$ cat src/rtl/mup_pkg.sv
package mup_pkg;

  localparam int unsigned BoundaryMaxDef = 60;
  localparam int unsigned BndAddrW = 6;
  localparam int unsigned WinCntW = 7;

  localparam logic [2:0] KindContent  = 3'd0;
  localparam logic [2:0] KindNameChar = 3'd1;
  localparam logic [2:0] KindRestart  = 3'd2;
  localparam logic [2:0] KindNameDone = 3'd3;
  localparam logic [2:0] KindFound    = 3'd4;
  localparam logic [2:0] KindUnclosed = 3'd5;

  localparam logic [7:0] ChCr    = 8'h0d;
  localparam logic [7:0] ChLf    = 8'h0a;
  localparam logic [7:0] ChSlash = 8'h2f;
  localparam logic [7:0] ChBack  = 8'h5c;
  localparam logic [7:0] ChQuote = 8'h22;

  localparam logic [3:0] KeyLen = 4'd9;

  typedef struct packed {
    logic       cmd;
    logic [7:0] data_byte;
  } in_req_t;

  typedef struct packed {
    logic [2:0] kind;
    logic [7:0] out_byte;
    logic       last;
  } out_req_t;

  typedef struct packed {
    logic                bnd_we;
    logic [BndAddrW-1:0] bnd_waddr;
    logic [7:0]          bnd_wdata;
    logic                bnd_re;
    logic [BndAddrW-1:0] bnd_raddr;
    logic                win_we;
    logic [BndAddrW-1:0] win_waddr;
    logic [7:0]          win_wdata;
    logic                win_re;
    logic [BndAddrW-1:0] win_raddr;
  } store_req_t;

  function automatic logic [7:0] keyword_char(input logic [3:0] idx);
    logic [7:0] c;
    unique case (idx)
      4'd0: c = 8'h66;
      4'd1: c = 8'h69;
      4'd2: c = 8'h6c;
      4'd3: c = 8'h65;
      4'd4: c = 8'h6e;
      4'd5: c = 8'h61;
      4'd6: c = 8'h6d;
      4'd7: c = 8'h65;
      4'd8: c = 8'h3d;
      default: c = 8'h00;
    endcase
    return c;
  endfunction

endpackage

$ cat src/rtl/mup_store.sv
module mup_store import mup_pkg::*; #(
  parameter int unsigned BoundaryMax = BoundaryMaxDef
) (
  input  logic       clk_i,
  input  store_req_t req_i,
  output logic [7:0] bnd_rdata_o,
  output logic [7:0] win_rdata_o
);

  localparam int unsigned WinDepth = BoundaryMax + 2;

  logic [7:0] bnd_mem [BoundaryMax];
  logic [7:0] win_mem [WinDepth];
  logic [7:0] bnd_rdata_q;
  logic [7:0] win_rdata_q;

  always_ff @(posedge clk_i) begin
    if (req_i.bnd_we) begin
      bnd_mem[req_i.bnd_waddr] <= req_i.bnd_wdata;
    end
    if (req_i.bnd_re) begin
      bnd_rdata_q <= bnd_mem[req_i.bnd_raddr];
    end
  end

  always_ff @(posedge clk_i) begin
    if (req_i.win_we) begin
      win_mem[req_i.win_waddr] <= req_i.win_wdata;
    end
    if (req_i.win_re) begin
      win_rdata_q <= win_mem[req_i.win_raddr];
    end
  end

  assign bnd_rdata_o = bnd_rdata_q;
  assign win_rdata_o = win_rdata_q;

endmodule

$ cat src/rtl/mup_outreg.sv
module mup_outreg import mup_pkg::*; (
  input  logic     clk_i,
  input  logic     rst_ni,
  input  logic     push_i,
  input  out_req_t push_data_i,
  output logic     can_push_o,
  output logic     out_valid_o,
  input  logic     out_stall_i,
  output out_req_t out_req_o
);

  logic     valid_q;
  out_req_t data_q;

  assign can_push_o = !valid_q || !out_stall_i;

  always_ff @(posedge clk_i or negedge rst_ni) begin
    if (!rst_ni) begin
      valid_q <= 1'b0;
    end else if (can_push_o) begin
      valid_q <= push_i;
    end
  end

  always_ff @(posedge clk_i) begin
    if (push_i && can_push_o) begin
      data_q <= push_data_i;
    end
  end

  assign out_valid_o = valid_q;
  assign out_req_o   = data_q;

endmodule

$ cat src/rtl/multipart_upload_parser.sv
// Multipart upload parser. Takes one body byte (or an end-of-stream request) per input request
// and reports filename characters, filename end, restarts, content bytes, a found boundary and
// an unclosed end as result requests, with last set on the final result of each input. A CR or
// LF at the window head with enough lookahead walks the stored boundary. One shared address
// adder and byte comparator do the walk one boundary byte at a time. One content byte can
// resolve several such heads. The work waits while a result waits on a stalled receiver.
// Input is stalled while a request is being worked on. One output register lets the next input
// proceed while a result waits to be taken.
module multipart_upload_parser import mup_pkg::*; #(
  parameter int unsigned BoundaryMax = BoundaryMaxDef
) (
  input  logic     clk_i,
  input  logic     rst_ni,
  input  logic     in_valid_i,
  output logic     in_stall_o,
  input  in_req_t  in_req_i,
  output logic     out_valid_o,
  input  logic     out_stall_i,
  output out_req_t out_req_o
);

  localparam logic [WinCntW-1:0] WinDepth = WinCntW'(BoundaryMax + 2);
  localparam logic [BndAddrW-1:0] BndMax  = BndAddrW'(BoundaryMax);

  localparam logic [2:0] PhBoundary = 3'd0;
  localparam logic [2:0] PhSeek     = 3'd1;
  localparam logic [2:0] PhName     = 3'd2;
  localparam logic [2:0] PhHeader   = 3'd3;
  localparam logic [2:0] PhContent  = 3'd4;
  localparam logic [2:0] PhDone     = 3'd5;

  localparam logic [2:0] SIdle = 3'd0;
  localparam logic [2:0] SHrd  = 3'd1;
  localparam logic [2:0] SHchk = 3'd2;
  localparam logic [2:0] SCrd  = 3'd3;
  localparam logic [2:0] SCchk = 3'd4;
  localparam logic [2:0] SEnd  = 3'd5;

  logic [2:0]          state_q, state_d;
  logic [2:0]          phase_q, phase_d;
  logic [BndAddrW-1:0] blen_q, blen_d;
  logic [3:0]          kprog_q, kprog_d;
  logic                slf_q, slf_d;
  logic [BndAddrW-1:0] head_q, head_d;
  logic [WinCntW-1:0]  cnt_q, cnt_d;
  logic [BndAddrW-1:0] idx_q, idx_d;
  logic [7:0]          h_q, h_d;
  logic                off2_q, off2_d;
  logic                pend_valid_q, pend_valid_d;
  logic [2:0]          pend_kind_q, pend_kind_d;
  logic [7:0]          pend_byte_q, pend_byte_d;

  store_req_t          sreq;
  logic [7:0]          bnd_rdata, win_rdata;
  logic                push, can_push;
  out_req_t            push_data;

  logic [WinCntW-1:0]  add_op, add_sum, add_wrap;
  logic [BndAddrW-1:0] addr;
  logic                want;
  logic [2:0]          want_kind;
  logic [7:0]          want_byte;
  logic                emit_ok;
  logic [7:0]          b;
  logic [3:0]          kp;

  // shared address adder with wrap into the window
  assign add_sum  = {1'b0, head_q} + add_op;
  assign add_wrap = (add_sum >= WinDepth) ? add_sum - WinDepth : add_sum;
  assign addr     = add_wrap[BndAddrW-1:0];

  assign b       = in_req_i.data_byte;
  assign emit_ok = !pend_valid_q || can_push;
  assign in_stall_o = (state_q != SIdle);

  always_comb begin
    state_d      = state_q;
    phase_d      = phase_q;
    blen_d       = blen_q;
    kprog_d      = kprog_q;
    slf_d        = slf_q;
    head_d       = head_q;
    cnt_d        = cnt_q;
    idx_d        = idx_q;
    h_d          = h_q;
    off2_d       = off2_q;
    pend_valid_d = pend_valid_q;
    pend_kind_d  = pend_kind_q;
    pend_byte_d  = pend_byte_q;
    sreq         = '0;
    add_op       = '0;
    want         = 1'b0;
    want_kind    = KindContent;
    want_byte    = 8'h00;
    push         = 1'b0;
    push_data    = '0;
    kp           = '0;

    unique case (state_q)
      SIdle: begin
        if (in_valid_i) begin
          state_d = SEnd;
          if (phase_q == PhDone) begin
            state_d = SEnd;
          end else if (in_req_i.cmd) begin
            phase_d      = PhDone;
            cnt_d        = '0;
            pend_valid_d = 1'b1;
            pend_kind_d  = KindUnclosed;
            pend_byte_d  = 8'h00;
          end else begin
            unique case (phase_q)
              PhBoundary: begin
                if (b == ChCr || b == ChLf) begin
                  phase_d = PhSeek;
                  kprog_d = '0;
                end else if (blen_q < BndMax) begin
                  sreq.bnd_we    = 1'b1;
                  sreq.bnd_waddr = blen_q;
                  sreq.bnd_wdata = b;
                  blen_d         = blen_q + 1'b1;
                end
              end
              PhSeek: begin
                if (b == keyword_char(kprog_q)) begin
                  kp = kprog_q + 1'b1;
                end else begin
                  kp = (b == keyword_char(4'd0)) ? 4'd1 : 4'd0;
                end
                if (kp >= KeyLen) begin
                  kprog_d = '0;
                  phase_d = PhName;
                end else begin
                  kprog_d = kp;
                end
              end
              PhName: begin
                if (b == ChCr || b == ChLf) begin
                  pend_valid_d = 1'b1;
                  pend_kind_d  = KindNameDone;
                  pend_byte_d  = 8'h00;
                  phase_d      = PhHeader;
                  slf_d        = (b == ChLf);
                end else if (b == ChSlash || b == ChBack) begin
                  pend_valid_d = 1'b1;
                  pend_kind_d  = KindRestart;
                  pend_byte_d  = 8'h00;
                end else if (b != ChQuote) begin
                  pend_valid_d = 1'b1;
                  pend_kind_d  = KindNameChar;
                  pend_byte_d  = b;
                end
              end
              PhHeader: begin
                if (b == ChLf) begin
                  if (slf_q) begin
                    phase_d = PhContent;
                    cnt_d   = '0;
                  end
                  slf_d = 1'b1;
                end else if (b != ChCr) begin
                  slf_d = 1'b0;
                end
              end
              PhContent: begin
                add_op         = cnt_q;
                sreq.win_we    = 1'b1;
                sreq.win_waddr = addr;
                sreq.win_wdata = b;
                cnt_d          = cnt_q + 1'b1;
                state_d        = SHrd;
              end
              default: begin
                phase_d = PhDone;
              end
            endcase
          end
        end
      end
      SHrd: begin
        if (cnt_q == '0) begin
          state_d = SEnd;
        end else begin
          sreq.win_re    = 1'b1;
          sreq.win_raddr = head_q;
          state_d        = SHchk;
        end
      end
      SHchk: begin
        h_d    = win_rdata;
        off2_d = (win_rdata == ChCr);
        if (win_rdata != ChCr && win_rdata != ChLf) begin
          want      = 1'b1;
          want_kind = KindContent;
          want_byte = win_rdata;
          if (emit_ok) begin
            add_op  = WinCntW'(1);
            head_d  = addr;
            cnt_d   = cnt_q - 1'b1;
            state_d = SHrd;
          end
        end else begin
          if (cnt_q < {1'b0, blen_q} + ((win_rdata == ChCr) ? WinCntW'(2) : WinCntW'(1))) begin
            state_d = SEnd;
          end else begin
            idx_d   = '0;
            state_d = SCrd;
          end
        end
      end
      SCrd: begin
        if (blen_q == '0) begin
          want      = 1'b1;
          want_kind = KindFound;
          if (emit_ok) begin
            phase_d = PhDone;
            cnt_d   = '0;
            state_d = SEnd;
          end
        end else begin
          add_op         = WinCntW'(idx_q) + (off2_q ? WinCntW'(2) : WinCntW'(1));
          sreq.win_re    = 1'b1;
          sreq.win_raddr = addr;
          sreq.bnd_re    = 1'b1;
          sreq.bnd_raddr = idx_q;
          state_d        = SCchk;
        end
      end
      SCchk: begin
        if (win_rdata != bnd_rdata) begin
          want      = 1'b1;
          want_kind = KindContent;
          want_byte = h_q;
          if (emit_ok) begin
            add_op  = WinCntW'(1);
            head_d  = addr;
            cnt_d   = cnt_q - 1'b1;
            state_d = SHrd;
          end
        end else if (idx_q + 1'b1 == blen_q) begin
          want      = 1'b1;
          want_kind = KindFound;
          if (emit_ok) begin
            phase_d = PhDone;
            cnt_d   = '0;
            state_d = SEnd;
          end
        end else begin
          idx_d   = idx_q + 1'b1;
          state_d = SCrd;
        end
      end
      SEnd: begin
        if (!pend_valid_q) begin
          state_d = SIdle;
        end else if (can_push) begin
          push           = 1'b1;
          push_data.kind = pend_kind_q;
          push_data.out_byte = pend_byte_q;
          push_data.last = 1'b1;
          pend_valid_d   = 1'b0;
          state_d        = SIdle;
        end
      end
      default: begin
        state_d = SIdle;
      end
    endcase

    // hold back each result until the next is known, so last can be set
    if (want && emit_ok) begin
      if (pend_valid_q) begin
        push               = 1'b1;
        push_data.kind     = pend_kind_q;
        push_data.out_byte = pend_byte_q;
        push_data.last     = 1'b0;
      end
      pend_valid_d = 1'b1;
      pend_kind_d  = want_kind;
      pend_byte_d  = want_byte;
    end
  end

  always_ff @(posedge clk_i or negedge rst_ni) begin
    if (!rst_ni) begin
      state_q      <= SIdle;
      phase_q      <= PhBoundary;
      blen_q       <= '0;
      kprog_q      <= '0;
      slf_q        <= 1'b0;
      head_q       <= '0;
      cnt_q        <= '0;
      idx_q        <= '0;
      off2_q       <= 1'b0;
      pend_valid_q <= 1'b0;
    end else begin
      state_q      <= state_d;
      phase_q      <= phase_d;
      blen_q       <= blen_d;
      kprog_q      <= kprog_d;
      slf_q        <= slf_d;
      head_q       <= head_d;
      cnt_q        <= cnt_d;
      idx_q        <= idx_d;
      off2_q       <= off2_d;
      pend_valid_q <= pend_valid_d;
    end
  end

  always_ff @(posedge clk_i) begin
    h_q         <= h_d;
    pend_kind_q <= pend_kind_d;
    pend_byte_q <= pend_byte_d;
  end

  mup_store #(
    .BoundaryMax(BoundaryMax)
  ) u_store (
    .clk_i      (clk_i),
    .req_i      (sreq),
    .bnd_rdata_o(bnd_rdata),
    .win_rdata_o(win_rdata)
  );

  mup_outreg u_outreg (
    .clk_i      (clk_i),
    .rst_ni     (rst_ni),
    .push_i     (push),
    .push_data_i(push_data),
    .can_push_o (can_push),
    .out_valid_o(out_valid_o),
    .out_stall_i(out_stall_i),
    .out_req_o  (out_req_o)
  );

endmodule
$ cat config.mk
export PLATFORM = sky130hd
export DESIGN_NAME = multipart_upload_parser
export DESIGN_NICKNAME = d
export VERILOG_FILES = /design/src/rtl/mup_pkg.sv /design/src/rtl/mup_store.sv /design/src/rtl/mup_outreg.sv /design/src/rtl/multipart_upload_parser.sv
export SDC_FILE = /design/constraint.sdc
export NUM_CORES = 2
export LEC_CHECK = 0
export BUFFER_PORTS_ARGS = -buffer_cell sky130_fd_sc_hd__buf_2
export CORE_MARGIN = 2
export CORE_UTILIZATION = 60
export DETAILED_ROUTE_END_ITERATION = 8
export MAX_ROUTING_LAYER = met4
export PLACE_DENSITY = 0.77
export SLEW_MARGIN = 40
export SYNTH_ARGS = -nofsm -noshare
export SYNTH_HDL_FRONTEND = slang
export SYNTH_SLANG_ARGS = --single-unit
$ cat constraint.sdc
create_clock -name clk_i -period 13.4 [get_ports clk_i]
set_clock_uncertainty 0.05 [all_clocks]
set_input_delay 1.34 -clock clk_i [delete_from_list [all_inputs] [get_ports clk_i]]
set_output_delay 1.34 -clock clk_i [all_outputs]
set_load 0.05 [all_outputs]
==> results.json <==
{
  "worst_slew_pin_slew_ps": 917.9,
  "yosys.area.top_type": "edfxtp_1",
  "synth-seq-cells": 1062,
  "crit_path_max_incr_delay_ps": 600,
  "peakVddDrop_uv": 143.0,
  "die_w_um": 277.0,
  "min-delay-start": "pend_kind_q[2]",
  "grt_pass1_wl_um": 162300,
  "arrival_ps": 7930,
  "grt_usage_pct": 28.91,
  "p_int_mw": 5.971,
  "reg2reg_from": "blen_q[3]",
  "cts.sinks": 1062,
  "remaining_drc_errors": 0,
  "setup_viol": 0,
  "synth_area_um2": 44700,
  "clock-root-buffer": "clkbuf_16",
  "fmax_mhz": 131.7,
  "clk_latency_ps": 680,
  "power.leakage_nw": 14.07,
  "grt_pass1_vias": 25940,
  "cts_tree": "yes",
  "place_congestion": 0.9726,
  "start_util_pct": 60.35,
  "die_area_um2": 76700,
  "switching_share_pct": 30.14,
  "path_cells": "nor3_2 > nand3_1 > nand3_4 > inv_2 > a221o_1 > ha_1 > fa_1 > xor2_1 > ha_1 > inv_1 > o21ai_0 > nand4b_1 > a21oi_1 > a311o_2 > buf_6 > mux2i_1 > mux2_2 > o32ai_1 > nor4_1 > nor4_2",
  "post_cts_buffers": 0,
  "antenna_found_initial": 2,
  "clkPwrFrac_pct": 33.3,
  "slew_headroom_pct": 38.43,
  "critPathKind": "reg -> reg",
  "coreArea_um2": 74070,
  "worst_hold_slack_ps": 484.1,
  "io_pins": 27,
  "overflow": 0,
  "async_flop_share_pct": 3.672,
  "final_nets": 2997,
  "numCtsBuffers": 101,
  "firstDrtPassIters": 8,
  "crit_top_cell": "ha_1",
  "place_inst": 3815,
  "cts_max_level": 3,
  "areaGrowthSynthToFinish_pct": 9.970,
  "ys.flop_type": "edfxtp_1",
  "setup_tns_ps": 0,
  "p_switching_mw": 2.576,
  "hold_viol_final": 0,
  "postRouteAntennaNets": 0,
  "synth_top_area_share_pct": 68.72,
  "drive_gt1_share_pct": 15.42,
  "cap_violations": 0,
  "postRouteWirelength_um": 107500,
  "postLayoutCoreUtil_pct": 66.37,
  "seq_power_share_pct": 44.6,
  "synth_edf_count": 1023,
  "dr.first_iter.drc_count": 4027,
  "yosys_warnings": 0,
  "drv_slew": 0,
  "synth_cells": 2956,
  "post-route-period-util_pct": 56.68,
  "min_period_ps": 7595,
  "p_per_area_nw_per_um2": 173.9,
  "stdcell_area_um2": 49160,
  "slowest_stage": "nor4_1",
  "rsz0062_at_grt": "no",
  "end_kind": "flop",
  "cts_buffer_depth": 3,
  "worstPathMaxFanout": 68,
  "yosysUniqueCellTypes": 91,
  "wire_per_inst_um": 26.88,
  "crit_required_ps": 13740,
  "row_count": 100,
  "placed_cell_area_um2": 45740,
  "cts_resized": 0,
  "start_kind": "flop",
  "die_y_um": 277.0,
  "power_frac_comb_pct": 22.2,
  "portBuffers": 26,
  "startpoint": "blen_q[3]",
  "regToRegSetupSlack_ps": 5810,
  "synth_nets": 3001,
  "fin_cells": 3999,
  "avgSynthCellArea_um2": 15.12,
  "status": "finished clean",
  "via_per_inst": 6.684,
  "detailed_place_hpwl_um": 64770,
  "grt_max_degree": 125,
  "ctsHoldBuffers": 0,
  "clk_pin_slew_ps": 70,
  "vias": 26730,
  "synth.area.top_cells": "edfxtp_1 69%, mux4_2 6.6%, nand2_1 2.8%",
  "hold_path.class": "reg -> reg",
  "synth_seq_area_share_pct": 70.90
}
kinds of logic (layout without fill, tap and decap cells):
| logic type | after synthesis | after routing | synth area share [%] |
|---|---|---|---|
| flip-flops | 1062 | 1062 | 70.90 |
| AND/OR/NAND/NOR | 901 | 901 | 9.200 |
| AO/OA/AOI/OAI | 485 | 485 | 7.177 |
| multiplexers | 232 | 232 | 8.948 |
| buffers and inverters | 204 | 277 | 1.954 |
| XOR/XNOR | 39 | 39 | 0.8481 |
| adder cells (fa/ha/maj) | 33 | 33 | 0.9685 |
| other | 0 | 1 | 0 |
routing by layer:
metal / track usage [%] / wire length [µm] / share of wire [%] / up-vias
met3: 5.661 / 11840 / 11 / 176
met5: - / 0 / 0 / -
met4: 7.943 / 2208 / 2.1 / 0
met1: 41.43 / 42870 / 40 / 13480
li1: - / - / - / 11460
met2: 43.07 / 50560 / 47 / 1615
power by group through the flow:
| stage | Combinational [mW] | Sequential (mW) | Clock (mW) |
|---|---|---|---|
| floorplan | 1.35 | 3.87 | 0 |
| global placement | 1.81 | 3.88 | 0 |
| CTS | 1.86 | 3.81 | 2.86 |
| global route | 2.05 | 3.82 | 2.98 |
| detailed placement | 1.85 | 3.88 | 0 |
| finish | 1.89 | 3.81 | 2.84 |
layout make-up:
type	count	area (µm²)
tap	969	1212
timing repair buffer	62	431.7
antenna	1	2.502
inverter	35	131.4
multi-input combinational	1690	12400
sequential	1062	31700
clock inverter	51	578.1
fill	4825	24910
clock buffer	129	2696
stage by stage:
stage	total power [mW]	worst slack, ps
floorplan	5.216	7319
global placement	5.682	5611
detailed placement	5.727	5468
CTS	8.527	5684
global route	8.848	5326
finish	8.547	5805
critical path, delay by kind of cell, from the launching register on:
kind                     cells  cell delay [ps]
adder cells (fa/ha/maj)      3             1000
buffers and inverters        3             1030
multiplexers                 2              520
AO/OA/AOI/OAI                5             1510
flip-flops                   1              560
AND/OR/NAND/NOR              6             2050
XOR/XNOR                     1              550
synthesized netlist by cell type (37+ instances only):
cell / number
clkbuf_1: 108
o21ai_0: 84
a211oi_1: 48
nand3_1: 96
dfrtp_1: 39
a21oi_1: 118
and3_1: 48
a31oi_1: 44
mux2i_1: 70
mux4_2: 131
edfxtp_1: 1023
o22ai_1: 37
nand2_1: 335
buf_2: 38
nor2_1: 265
final timing paths:
| path | to | depth (start not counted) |
|---|---|---|
| max reg2reg | u_store.win_rdata_o[2] | 20 |
| min reg2reg | u_outreg.out_req_o[11] | 1 |
| min | u_outreg.out_req_o[11] | 1 |
| max | u_store.win_rdata_o[2] | 20 |
| min in group asynchronous | kprog_q[2] | 1 |
| max in group asynchronous | idx_q[0] | 1 |
cells in the final DEF, fill, tap and decap left out, types with 9 or more instances in the layout:
cell	n
clkbuf_1	25
and3_1	48
buf_4	30
nand4_1	12
a31oi_1	44
and2_1	11
o32ai_1	9
edfxtp_1	1023
mux4_2	131
xnor2_1	29
clkbuf_16	104
nor2_2	47
o221ai_1	17
nand3_1	96
buf_2	26
clkinv_2	12
ha_1	29
inv_1	31
nor2_1	217
nand2b_1	19
nand2_1	333
clkinv_1	22
a22o_1	19
bufinv_16	11
a211o_1	12
nor2b_1	17
dfrtp_1	37
a21oi_1	115
o211ai_1	27
nor4_1	13
and2_2	9
mux2_2	31
a211oi_1	46
o22ai_1	37
mux2i_1	70
nor3_1	21
o21ai_0	84
registers in the layout, indices dropped and copies added (netlist names), 6 cells and up:
register,count
head_q,6
blen_q,6
u_store.bnd_mem,480
pend_byte_q,8
idx_q,6
u_store.bnd_rdata_o,8
u_store.win_mem,496
u_store.win_rdata_o,8
cnt_q,7
h_q,8
u_outreg.out_req_o,12
(Power assumes the default switching activity.)
